--- src/rtl/lkv_pkg.sv ---
// ----------------------------------------------------------------------------
// lkv_pkg
// Shared types, constants and helpers for the LRU key-value cache.
// ----------------------------------------------------------------------------
package lkv_pkg;

   // store geometry
   localparam int ENTRIES = 16;
   localparam int IDX_W   = $clog2(ENTRIES);
   localparam int CNT_W   = $clog2(ENTRIES + 1);

   // field widths
   localparam int CAP_W  = 5;
   localparam int DATA_W = 32;

   typedef logic [IDX_W-1:0]         idx_type;
   typedef logic [CNT_W-1:0]         cnt_type;
   typedef logic [CAP_W-1:0]         cap_type;
   typedef logic signed [DATA_W-1:0] data_type;

   // capacity after reset
   localparam cap_type CAP_RESET = cap_type'(16);

   // returned on a miss
   localparam data_type MISS_VALUE = data_type'(-1);

   // request commands
   localparam logic CMD_GET = 1'b0;
   localparam logic CMD_PUT = 1'b1;

   // sequencer states
   typedef enum logic [1:0] {
      ST_IDLE,
      ST_SCAN,
      ST_DRAIN,
      ST_COMMIT
   } state_type;

   // table update kinds
   typedef enum logic [1:0] {
      OP_NONE,
      OP_PROMOTE,
      OP_INSERT
   } op_type;

   // update handed from the sequencer to the table
   typedef struct packed {
      logic     valid;
      op_type   op;
      idx_type  slot;
      data_type key;
      data_type value;
      logic     write_value;
      logic     evict;
      idx_type  cap_m1;
      cnt_type  count;
   } commit_type;

   // table state seen by the sequencer
   typedef struct packed {
      logic [ENTRIES-1:0]    valid;
      idx_type [ENTRIES-1:0] rank;
      cnt_type               occupancy;
   } status_type;

   // capacity minus one, with zero taken as one and large values saturated
   function automatic idx_type eff_cap_m1(input cap_type c);
      if (c == '0) begin
         return '0;
      end else if (int'(c) >= ENTRIES) begin
         return IDX_W'(ENTRIES - 1);
      end else begin
         return IDX_W'(c - 1'b1);
      end
   endfunction

endpackage

--- src/rtl/lkv_if.sv ---
// ----------------------------------------------------------------------------
// lkv_if
// Valid/ready channels carrying cache requests and lookup responses.
// ----------------------------------------------------------------------------

// request channel
interface lkv_req_if;
   logic              valid;
   logic              ready;
   logic              command;
   lkv_pkg::data_type lookup_key;
   lkv_pkg::data_type store_value;

   modport source (output valid, output command, output lookup_key,
                   output store_value, input ready);
   modport sink   (input valid, input command, input lookup_key,
                   input store_value, output ready);
endinterface

// response channel
interface lkv_rsp_if;
   logic              valid;
   logic              ready;
   logic              hit;
   lkv_pkg::data_type read_value;

   modport source (output valid, output hit, output read_value, input ready);
   modport sink   (input valid, input hit, input read_value, output ready);
endinterface

--- src/rtl/lkv_table.sv ---
// ----------------------------------------------------------------------------
// lkv_table
// Key/value memories with one read and one write port, plus valid bits,
// recency ranks and occupancy count updated at commit.
// ----------------------------------------------------------------------------
module lkv_table (
   input  logic                   clock,
   input  logic                   reset,
   input  lkv_pkg::idx_type       rd_addr,
   output lkv_pkg::data_type      rd_key,
   output lkv_pkg::data_type      rd_value,
   input  lkv_pkg::commit_type    commit,
   output lkv_pkg::status_type    status
);

   lkv_pkg::data_type key_mem   [lkv_pkg::ENTRIES];
   lkv_pkg::data_type value_mem [lkv_pkg::ENTRIES];
   lkv_pkg::data_type rd_key_ff;
   lkv_pkg::data_type rd_value_ff;

   logic [lkv_pkg::ENTRIES-1:0]            valid_ff, valid_in;
   lkv_pkg::idx_type [lkv_pkg::ENTRIES-1:0] rank_ff, rank_in;
   lkv_pkg::cnt_type                       occ_ff, occ_in;

   logic do_insert;
   logic do_value;

   assign do_insert = commit.valid && (commit.op == lkv_pkg::OP_INSERT);
   assign do_value  = do_insert ||
                      (commit.valid && (commit.op == lkv_pkg::OP_PROMOTE) &&
                       commit.write_value);

   // memory write and registered read
   always_ff @(posedge clock) begin
      if (do_insert) begin
         key_mem[commit.slot] <= commit.key;
      end
      if (do_value) begin
         value_mem[commit.slot] <= commit.value;
      end
      rd_key_ff   <= key_mem[rd_addr];
      rd_value_ff <= value_mem[rd_addr];
   end

   assign rd_key   = rd_key_ff;
   assign rd_value = rd_value_ff;

   // recency and occupancy update
   always_comb begin
      lkv_pkg::idx_type promo_rank;
      logic             evict_i;
      valid_in   = valid_ff;
      rank_in    = rank_ff;
      occ_in     = occ_ff;
      promo_rank = rank_ff[commit.slot];
      evict_i    = 1'b0;
      if (commit.valid) begin
         unique case (commit.op)
            lkv_pkg::OP_PROMOTE: begin
               // entries more recent than the hit move down one place
               for (int i = 0; i < lkv_pkg::ENTRIES; i++) begin
                  if (valid_ff[i] && (rank_ff[i] < promo_rank)) begin
                     rank_in[i] = rank_ff[i] + lkv_pkg::IDX_W'(1);
                  end
               end
               rank_in[commit.slot] = '0;
            end
            lkv_pkg::OP_INSERT: begin
               // drop entries past capacity, age the rest, add the new one
               for (int i = 0; i < lkv_pkg::ENTRIES; i++) begin
                  evict_i = valid_ff[i] && commit.evict &&
                            (rank_ff[i] >= commit.cap_m1);
                  if (valid_ff[i] && !evict_i) begin
                     rank_in[i] = rank_ff[i] + lkv_pkg::IDX_W'(1);
                  end else begin
                     valid_in[i] = 1'b0;
                  end
               end
               valid_in[commit.slot] = 1'b1;
               rank_in[commit.slot]  = '0;
               occ_in = commit.count + lkv_pkg::CNT_W'(1);
            end
            default: begin
            end
         endcase
      end
   end

   always_ff @(posedge clock) begin
      if (reset) begin
         valid_ff <= '0;
         occ_ff   <= '0;
      end else begin
         valid_ff <= valid_in;
         occ_ff   <= occ_in;
      end
   end

   // ranks of free slots are don't care
   always_ff @(posedge clock) begin
      rank_ff <= rank_in;
   end

   assign status.valid     = valid_ff;
   assign status.rank      = rank_ff;
   assign status.occupancy = occ_ff;

endmodule

--- src/rtl/lkv_ctrl.sv ---
// ----------------------------------------------------------------------------
// lkv_ctrl
// Sequencer that walks every slot through one key comparator, then commits
// the table update and, for a get, loads the response register.
// ----------------------------------------------------------------------------
module lkv_ctrl (
   input  logic                 clock,
   input  logic                 reset,
   lkv_req_if.sink              req,
   lkv_rsp_if.source            rsp,
   input  lkv_pkg::idx_type     cap_m1,
   input  lkv_pkg::status_type  status,
   input  lkv_pkg::data_type    rd_key,
   input  lkv_pkg::data_type    rd_value,
   output lkv_pkg::idx_type     rd_addr,
   output lkv_pkg::commit_type  commit
);

   lkv_pkg::state_type state_ff, state_in;

   // captured request
   logic              cmd_ff, cmd_in;
   lkv_pkg::data_type key_ff, key_in;
   lkv_pkg::data_type val_ff, val_in;
   lkv_pkg::idx_type  cap_m1_ff, cap_m1_in;
   logic              evict_ff, evict_in;

   // walk position and compare stage
   lkv_pkg::idx_type  scan_idx_ff, scan_idx_in;
   logic              cmp_valid_ff, cmp_valid_in;
   lkv_pkg::idx_type  cmp_idx_ff, cmp_idx_in;

   // walk results
   logic              found_ff, found_in;
   lkv_pkg::idx_type  slot_ff, slot_in;
   lkv_pkg::data_type hit_value_ff, hit_value_in;
   logic              free_found_ff, free_found_in;
   lkv_pkg::idx_type  free_slot_ff, free_slot_in;
   lkv_pkg::cnt_type  count_ff, count_in;

   // response register
   logic              rsp_valid_ff, rsp_valid_in;
   logic              rsp_hit_ff, rsp_hit_in;
   lkv_pkg::data_type rsp_value_ff, rsp_value_in;

   logic accept;
   logic last_slot;
   logic can_finish;
   logic slot_valid;
   logic slot_evict;
   logic slot_match;

   assign accept     = req.valid && req.ready;
   assign last_slot  = (scan_idx_ff == lkv_pkg::IDX_W'(lkv_pkg::ENTRIES - 1));
   assign can_finish = (cmd_ff == lkv_pkg::CMD_PUT) || !rsp_valid_ff || rsp.ready;

   // shared compare unit on the slot read last cycle
   assign slot_valid = status.valid[cmp_idx_ff];
   assign slot_evict = slot_valid && evict_ff && (status.rank[cmp_idx_ff] >= cap_m1_ff);
   assign slot_match = slot_valid && (rd_key == key_ff);

   // next state
   always_comb begin
      state_in = state_ff;
      unique case (state_ff)
         lkv_pkg::ST_IDLE: begin
            if (req.valid) begin
               state_in = lkv_pkg::ST_SCAN;
            end
         end
         lkv_pkg::ST_SCAN: begin
            if (last_slot) begin
               state_in = lkv_pkg::ST_DRAIN;
            end
         end
         lkv_pkg::ST_DRAIN: begin
            state_in = lkv_pkg::ST_COMMIT;
         end
         lkv_pkg::ST_COMMIT: begin
            if (can_finish) begin
               state_in = lkv_pkg::ST_IDLE;
            end
         end
         default: begin
            state_in = lkv_pkg::ST_IDLE;
         end
      endcase
   end

   // outputs
   always_comb begin
      req.ready = (state_ff == lkv_pkg::ST_IDLE);
      rd_addr   = scan_idx_ff;

      commit.valid       = (state_ff == lkv_pkg::ST_COMMIT) && can_finish;
      commit.slot        = found_ff ? slot_ff : free_slot_ff;
      commit.key         = key_ff;
      commit.value       = val_ff;
      commit.write_value = (cmd_ff == lkv_pkg::CMD_PUT);
      commit.evict       = evict_ff;
      commit.cap_m1      = cap_m1_ff;
      commit.count       = count_ff;
      priority if (found_ff) begin
         commit.op = lkv_pkg::OP_PROMOTE;
      end else if ((cmd_ff == lkv_pkg::CMD_PUT) && free_found_ff) begin
         commit.op = lkv_pkg::OP_INSERT;
      end else begin
         commit.op = lkv_pkg::OP_NONE;
      end

      rsp.valid      = rsp_valid_ff;
      rsp.hit        = rsp_hit_ff;
      rsp.read_value = rsp_value_ff;
   end

   // request capture, walk bookkeeping and response register
   always_comb begin
      cmd_in        = cmd_ff;
      key_in        = key_ff;
      val_in        = val_ff;
      cap_m1_in     = cap_m1_ff;
      evict_in      = evict_ff;
      scan_idx_in   = scan_idx_ff;
      cmp_valid_in  = (state_ff == lkv_pkg::ST_SCAN);
      cmp_idx_in    = scan_idx_ff;
      found_in      = found_ff;
      slot_in       = slot_ff;
      hit_value_in  = hit_value_ff;
      free_found_in = free_found_ff;
      free_slot_in  = free_slot_ff;
      count_in      = count_ff;
      rsp_valid_in  = rsp_valid_ff;
      rsp_hit_in    = rsp_hit_ff;
      rsp_value_in  = rsp_value_ff;

      if (accept) begin
         cmd_in        = req.command;
         key_in        = req.lookup_key;
         val_in        = req.store_value;
         cap_m1_in     = cap_m1;
         evict_in      = status.occupancy > lkv_pkg::CNT_W'(cap_m1);
         scan_idx_in   = '0;
         found_in      = 1'b0;
         free_found_in = 1'b0;
         count_in      = '0;
      end

      if (state_ff == lkv_pkg::ST_SCAN) begin
         scan_idx_in = scan_idx_ff + lkv_pkg::IDX_W'(1);
      end

      if (cmp_valid_ff) begin
         if (slot_match && !found_ff) begin
            found_in     = 1'b1;
            slot_in      = cmp_idx_ff;
            hit_value_in = rd_value;
         end
         if ((!slot_valid || slot_evict) && !free_found_ff) begin
            free_found_in = 1'b1;
            free_slot_in  = cmp_idx_ff;
         end
         if (slot_valid && !slot_evict) begin
            count_in = count_ff + lkv_pkg::CNT_W'(1);
         end
      end

      if (rsp_valid_ff && rsp.ready) begin
         rsp_valid_in = 1'b0;
      end
      if (commit.valid && (cmd_ff == lkv_pkg::CMD_GET)) begin
         rsp_valid_in = 1'b1;
         rsp_hit_in   = found_ff;
         rsp_value_in = found_ff ? hit_value_ff : lkv_pkg::MISS_VALUE;
      end
   end

   // control registers
   always_ff @(posedge clock) begin
      if (reset) begin
         state_ff     <= lkv_pkg::ST_IDLE;
         cmp_valid_ff <= 1'b0;
         rsp_valid_ff <= 1'b0;
      end else begin
         state_ff     <= state_in;
         cmp_valid_ff <= cmp_valid_in;
         rsp_valid_ff <= rsp_valid_in;
      end
   end

   // payload registers
   always_ff @(posedge clock) begin
      cmd_ff        <= cmd_in;
      key_ff        <= key_in;
      val_ff        <= val_in;
      cap_m1_ff     <= cap_m1_in;
      evict_ff      <= evict_in;
      scan_idx_ff   <= scan_idx_in;
      cmp_idx_ff    <= cmp_idx_in;
      found_ff      <= found_in;
      slot_ff       <= slot_in;
      hit_value_ff  <= hit_value_in;
      free_found_ff <= free_found_in;
      free_slot_ff  <= free_slot_in;
      count_ff      <= count_in;
      rsp_hit_ff    <= rsp_hit_in;
      rsp_value_ff  <= rsp_value_in;
   end

endmodule

--- src/rtl/lru_key_value_cache.sv ---
// ----------------------------------------------------------------------------
// lru_key_value_cache
// Fully associative key-value store with least-recently-used replacement.
// ----------------------------------------------------------------------------
// Usage:
//   req_bus carries a request: command (get or put), lookup_key and
//   store_value. A get returns one response on rsp_bus (hit, read_value,
//   read_value is -1 on a miss); a put returns nothing.
//   csr_write_enable/csr_write_data set the capacity (zero acts as one,
//   values above the slot count saturate). Write it only while idle.
// Walk:
//   Each request walks all ENTRIES slots through one key comparator, one
//   slot per cycle from the key memory read port, then drains the compare
//   stage and commits. A get response is registered at the commit; the
//   next request is accepted only after the previous one has committed.
// Reset:
//   Synchronous; empties the store and sets capacity to 16. No clearing
//   pass is needed, valid bits are flops.
// Stalls:
//   A response waits in the output register while rsp_bus.ready is low. A
//   following request is still taken and walked; if it is a get, its commit
//   waits until the output register is free.
// ----------------------------------------------------------------------------
module lru_key_value_cache (
   input  logic                  clock,
   input  logic                  reset,
   lkv_req_if.sink               req_bus,
   lkv_rsp_if.source             rsp_bus,
   input  logic                  csr_write_enable,
   input  lkv_pkg::cap_type      csr_write_data
);

   lkv_pkg::cap_type    cap_ff, cap_in;
   lkv_pkg::idx_type    cap_m1;
   lkv_pkg::status_type status;
   lkv_pkg::commit_type commit;
   lkv_pkg::idx_type    rd_addr;
   lkv_pkg::data_type   rd_key;
   lkv_pkg::data_type   rd_value;

   // capacity register
   assign cap_in = csr_write_enable ? csr_write_data : cap_ff;

   always_ff @(posedge clock) begin
      if (reset) begin
         cap_ff <= lkv_pkg::CAP_RESET;
      end else begin
         cap_ff <= cap_in;
      end
   end

   assign cap_m1 = lkv_pkg::eff_cap_m1(cap_ff);

   // sequencer
   lkv_ctrl u_ctrl (
      .clock    (clock),
      .reset    (reset),
      .req      (req_bus),
      .rsp      (rsp_bus),
      .cap_m1   (cap_m1),
      .status   (status),
      .rd_key   (rd_key),
      .rd_value (rd_value),
      .rd_addr  (rd_addr),
      .commit   (commit)
   );

   // entry storage
   lkv_table u_table (
      .clock    (clock),
      .reset    (reset),
      .rd_addr  (rd_addr),
      .rd_key   (rd_key),
      .rd_value (rd_value),
      .commit   (commit),
      .status   (status)
   );

`ifndef SYNTHESIS
   // busy for the whole walk after taking a request
   assert property (@(posedge clock) disable iff (reset)
      (req_bus.valid && req_bus.ready) |=> !req_bus.ready)
      else $error("request accepted while a walk was running");

   // occupancy tracks the number of valid slots
   assert property (@(posedge clock) disable iff (reset)
      $countones(status.valid) == int'(status.occupancy))
      else $error("occupancy does not match valid slots");

   // an insert never lands on a slot that stays valid without eviction
   assert property (@(posedge clock) disable iff (reset)
      (commit.valid && (commit.op == lkv_pkg::OP_INSERT) && !commit.evict)
      |-> !status.valid[commit.slot])
      else $error("insert overwrote a live slot");
`endif

endmodule
--- src/flat_wrapper.sv ---
// flat-port wrapper written by rule: the top's interface ports become plain ports
module lru_key_value_cache_flat 
  (clock, reset, csr_write_enable, csr_write_data, req_bus_valid, req_bus_command, req_bus_lookup_key, req_bus_store_value, req_bus_ready, rsp_bus_valid, rsp_bus_hit, rsp_bus_read_value, rsp_bus_ready);
  lkv_req_if req_bus_i ();
  lkv_rsp_if rsp_bus_i ();
  input  logic clock;
  input  logic reset;
  input  logic csr_write_enable;
  input  lkv_pkg::cap_type csr_write_data;
  input wire logic [$bits(req_bus_i.valid)-1:0] req_bus_valid;
  input wire logic [$bits(req_bus_i.command)-1:0] req_bus_command;
  input wire logic [$bits(req_bus_i.lookup_key)-1:0] req_bus_lookup_key;
  input wire logic [$bits(req_bus_i.store_value)-1:0] req_bus_store_value;
  output wire logic [$bits(req_bus_i.ready)-1:0] req_bus_ready;
  output wire logic [$bits(rsp_bus_i.valid)-1:0] rsp_bus_valid;
  output wire logic [$bits(rsp_bus_i.hit)-1:0] rsp_bus_hit;
  output wire logic [$bits(rsp_bus_i.read_value)-1:0] rsp_bus_read_value;
  input wire logic [$bits(rsp_bus_i.ready)-1:0] rsp_bus_ready;
  assign req_bus_i.valid = req_bus_valid;
  assign req_bus_i.command = req_bus_command;
  assign req_bus_i.lookup_key = req_bus_lookup_key;
  assign req_bus_i.store_value = req_bus_store_value;
  assign req_bus_ready = req_bus_i.ready;
  assign rsp_bus_valid = rsp_bus_i.valid;
  assign rsp_bus_hit = rsp_bus_i.hit;
  assign rsp_bus_read_value = rsp_bus_i.read_value;
  assign rsp_bus_i.ready = rsp_bus_ready;
  lru_key_value_cache u_core (.clock(clock), .reset(reset), .req_bus(req_bus_i), .rsp_bus(rsp_bus_i), .csr_write_enable(csr_write_enable), .csr_write_data(csr_write_data));
endmodule
--- config.mk ---
export PLATFORM = sky130hd
export DESIGN_NAME = lru_key_value_cache_flat
export DESIGN_NICKNAME = d
export VERILOG_FILES = /design/src/rtl/lkv_pkg.sv /design/src/rtl/lkv_if.sv /design/src/rtl/lkv_table.sv /design/src/rtl/lkv_ctrl.sv /design/src/rtl/lru_key_value_cache.sv /design/src/flat_wrapper.sv
export SDC_FILE = /design/constraint.sdc
export NUM_CORES = 2
export LEC_CHECK = 0
export BUFFER_PORTS_ARGS = -buffer_cell sky130_fd_sc_hd__buf_2
export CAP_MARGIN = 20
export CORE_ASPECT_RATIO = 2
export CORE_MARGIN = 3
export CORE_UTILIZATION = 40
export CTS_CLUSTER_DIAMETER = 30
export CTS_CLUSTER_SIZE = 12
export DETAILED_ROUTE_END_ITERATION = 7
export HOLD_SLACK_MARGIN = 0.08
export REMOVE_ABC_BUFFERS = 1
export SYNTH_ARGS = -nofsm -noshare
export SYNTH_HDL_FRONTEND = slang
export SYNTH_SLANG_ARGS = --single-unit
--- constraint.sdc ---
create_clock -name clock -period 6.6 [get_ports clock]
set_input_delay 0.99 -clock clock [delete_from_list [all_inputs] [get_ports clock]]
set_output_delay 0.99 -clock clock [all_outputs]
set_load 0.02 [all_outputs]
==> impl_summary.log <==
[metrics] overall die height: 528 um
[metrics] Placed Cells incl. Taps: 4562
[metrics] area of the multi-input gates: 15000 um^2
[metrics] post-cts gate resize count: 0
[metrics] layout-stage area growth over the synthesis result: 15.4%
[metrics] sum of net half-perimeters after detailed placement: 79.5 mm
[metrics] Tmin final: 4680 ps
[metrics] Fin. Hold Viols: 0
[metrics] asr flop ratio synth: 0
[metrics] path class of the lowest-slack min-delay path: primary input to flop
[metrics] Netlist Area Pre-Place: 54600 um^2
[metrics] total number of H-tree levels: 4
[metrics] final core utilization: 0.465
[metrics] Clock Skew: 50.6 ps
[metrics] most frequent cells in the layout: 1235 x edfxtp_1, 358 x mux4_2, 168 x clkbuf_16
[metrics] count of port buffers added during placement: 109
[metrics] largest vdd supply drop: 0.000316 V
[metrics] cell breakdown of the critical path: mux2i_4 -> mux4_2 -> a22o_1 -> a221oi_4 -> buf_4 -> ha_1 -> o21ai_0 -> a21oi_1 -> a21boi_0 -> o21ai_0 -> mux2i_1
[metrics] CP peak stage delay: 760 ps
[metrics] number of sinks handled by clock tree synthesis: 1340
[metrics] met2 wirelength from detailed routing: 74.1 mm
[metrics] slew margin rel.: 0.224
[metrics] clock insertion delay at the later pin of the skew report: 770 ps
[metrics] antenna violations before repair: 4
[metrics] Via-to-Cell Ratio: 5.76
[metrics] Detail Route met3 WL: 7.41 mm
[metrics] power per cell area: 387 nW/um^2
[metrics] Slew @ Worst Pin: 1160 ps
[metrics] Max Used Layer: met5
[metrics] global-route wire length before repair: 205 mm
[metrics] Max Slew Vio Count: 0
[metrics] overall global routing resource usage: 0.201
[metrics] Hold-fix buffers, CTS: 0
[metrics] initial detailed-routing violation count: 2150
[metrics] Final setup violation count: 0
[metrics] largest buffer count on any clock path: 3
[metrics] Post-Route M1 WL: 50.3 mm
[metrics] post-detailed-route wirelength per cell: 28.6 um
[metrics] vias in the first global route: 30519
[metrics] global route total overflow: 0
[metrics] signal arrival time at the worst endpoint: 5170 ps
[metrics] cell mode on critical path: o21ai_0
[metrics] Routed WL: 139 mm
[metrics] remaining design rule violation count: 0
[metrics] Power Total: 24.4 mW
[metrics] worst endpoint required time: 7090 ps
[metrics] Lkg Pwr: 20.5 nW
[metrics] startpoint kind of the worst setup timing path: flop
[metrics] Worst R2R Setup Slack: 1920 ps
[metrics] clock root buffer: clkbuf_16
[metrics] launch point of the critical path: u_core.u_ctrl.free_slot_ff[0]$_DFFE_PP_
[metrics] number of cells in the finished layout apart from fillers: 4863
[metrics] count of TritonRoute iterations in the first routing pass: 5
[metrics] pin count of the biggest net entering global routing: 144
[metrics] endpoint of the lowest-slack register-to-register path: u_core.u_table.status[43]$_DFFE_PP_
[metrics] portion of the clock cycle consumed by the worst path in the final layout: 0.709
[metrics] kind of end point of the critical path: flop
[metrics] final weighted congestion in routability-driven placement: 0.900
[metrics] maximum operating frequency: 214 MHz
[metrics] reg-to-reg critical path startpoint: u_core.u_ctrl.free_slot_ff[0]$_DFFE_PP_
[metrics] final-stage net count: 3210
[metrics] Setup crit end: u_core.u_table.status[43]$_DFFE_PP_
[metrics] number of rows created at floorplan: 191
[metrics] number of buffers inserted during clock tree synthesis: 163
[metrics] number of register bits inferred by synthesis: 1340
[metrics] number of cell instances on the worst register-to-register path: 11
[metrics] final antenna-violating net count: 0
[metrics] Max Fanout on Critical Path: 18
[metrics] Cells after Synth: 2755
[metrics] most common cell after layout, fill and taps aside: edfxtp_1
[metrics] overall die width: 267 um
[metrics] fill cell total of the finished layout: 11173
[metrics] die outline area: 141000 um^2
[metrics] part of the Yosys area used for sequential elements: 0.718
[metrics] setup repair bufs after CTS: 0
[metrics] count of vias placed by the detailed router: 27994
[metrics] top-level port count: 110
[metrics] area of the core region: 136000 um^2
[metrics] run status: complete, no violations
[metrics] count of distinct cell types in the synthesized netlist: 66
[metrics] startpoint-to-endpoint class of the critical path: flop to flop
[metrics] clock-pin slew of the registers on the worst-case setup and hold paths: 60 ps
[metrics] slowest cell on the critical path: mux2i_4
[metrics] unrepaired setup endpoints after global routing: no
[metrics] number of flops mapped to enable cells by yosys: 1235
[metrics] TritonCTS clock tree: built
[metrics] initial core utilization: 0.403
[metrics] warnings from Yosys: 0
[metrics] Primary FF master, synth: edfxtp_1
[metrics] total area of sequential cells: 39200 um^2
[metrics] average size of a mapped cell: 19.8 um^2
[metrics] layout cell share with drive strength beyond 1: 0.271
[metrics] maximum capacitance violations: 0
metal layers:
layer / global-route usage / vias to the layer above
li1: - / 11847
met1: 0.232 / 14720
met2: 0.358 / 1034
met3: 0.0370 / 391
met4: 0.100 / 2
met5: 0 / -
cell families after synthesis:
group | after synthesis | synth area share
flops | 1340 | 0.718
mux | 385 | 0.153
simple gates | 377 | 0.0343
compound gates | 307 | 0.0428
buf+inv | 151 | 0.0108
fa+ha+maj | 144 | 0.0330
xor+xnor | 51 | 0.00818
cells in the mapped netlist, drive strengths merged, types with 3 or more instances:
| cell type | instances | area (um^2) |
|---|---|---|
| a2111oi | 14 | 360 |
| dfxtp | 105 | 2100 |
| a21boi | 16 | 120 |
| xnor2 | 41 | 359 |
| nand3 | 26 | 130 |
| a21oi | 73 | 365 |
| a211oi | 5 | 37.5 |
| or3 | 10 | 62.6 |
| xor2 | 10 | 87.6 |
| o21ai | 50 | 280 |
| edfxtp | 1235 | 37100 |
| nor3 | 40 | 205 |
| nand2 | 72 | 270 |
| a211o | 15 | 131 |
| nor2 | 102 | 383 |
| o22a | 4 | 35.0 |
| a21o | 33 | 248 |
| nor3b | 3 | 22.5 |
| inv | 45 | 169 |
| nand2b | 72 | 450 |
| buf | 36 | 158 |
| ha | 144 | 1800 |
| a31oi | 4 | 25.0 |
| nand4 | 22 | 138 |
| nor2b | 11 | 68.8 |
| or2 | 4 | 25.0 |
| clkbuf | 70 | 263 |
| o21a | 30 | 225 |
| o31ai | 25 | 188 |
| mux2i | 26 | 285 |
| and2 | 5 | 31.3 |
| o211ai | 16 | 120 |
| mux4 | 358 | 8060 |
| a22o | 3 | 26.3 |
per-stage QoR:
step | setup TNS (ps) | worst slack (ps) | instance area [um^2] | hold WS (ps)
finish | 0 | 1920 | 63000 | 397
global route | 0 | 1660 | 63000 | 348
CTS | 0 | 1940 | 63000 | 333
detailed placement | 0 | 1960 | 57700 | 390
global placement | 0 | 2200 | 57600 | 388
floorplan | -343050 | -4920 | 54200 | 386
state kept, by name, summed over array words and instances (netlist names), 2 cells and up:
register / count
u_core.u_table.key_mem: 512
u_core.u_table.value_mem: 512
u_core.u_table.status: 64
u_core.u_ctrl.hit_value_ff: 32
u_core.u_ctrl.key_ff: 32
u_core.u_ctrl.rsp.read_value: 32
u_core.u_ctrl.val_ff: 32
u_core.u_table.rd_key: 32
u_core.u_table.rd_value: 32
u_core.u_table.valid_ff: 16
u_core.cap_ff: 5
u_core.u_ctrl.count_ff: 5
u_core.u_table.occ_ff: 5
u_core.u_ctrl.cap_m1_ff: 4
u_core.u_ctrl.cmp_idx_ff: 4
u_core.u_ctrl.free_slot_ff: 4
u_core.u_ctrl.rd_addr: 4
u_core.u_ctrl.slot_ff: 4
u_core.u_ctrl.state_ff: 2
power breakdown:
part / internal, mW / total, mW / switching (mW)
combinational: 2.53 / 5.00 / 2.47
sequential: 10.1 / 10.7 / 0.601
clock: 5.21 / 8.72 / 3.50
total: 17.8 / 24.4 / 6.57
worst max-delay path: cells and delay by family, from the launching register on:
kind,cells,cell delay (ps)
compound gates,6,1710
fa+ha+maj,1,300
buf+inv,1,340
flops,1,510
mux,3,1530
worst min path at each step:
stage                                                    from                                        to  slack [ps]  depth (start not counted)
after floorplan            u_core.u_table.rd_value[0]$_DFF_P_   u_core.u_ctrl.hit_value_ff[0]$_DFFE_PP_         390                          0
after global placement    u_core.u_table.rd_value[18]$_DFF_P_  u_core.u_ctrl.hit_value_ff[18]$_DFFE_PP_         390                          0
after detailed placement  u_core.u_table.rd_value[30]$_DFF_P_  u_core.u_ctrl.hit_value_ff[30]$_DFFE_PP_         390                          0
after CTS                             req_bus_store_value[26]        u_core.u_ctrl.val_ff[26]$_DFFE_PP_         330                          1
after global routing                   req_bus_lookup_key[31]        u_core.u_ctrl.key_ff[31]$_DFFE_PP_         350                          1
final                                 req_bus_store_value[26]        u_core.u_ctrl.val_ff[26]$_DFFE_PP_         400                          1
area by class of cell:
type                            instances  share of cell area
Antenna cell                            3            0.000119
Clock buffer                          228              0.0716
Clock inverter                         69              0.0127
Inverter                               45             0.00272
Multi-Input combinational cell       1264               0.238
Sequential cell                      1340               0.622
Tap cell                             1737              0.0345
Timing Repair Buffer                  177              0.0185
(Power assumes the default switching activity.)
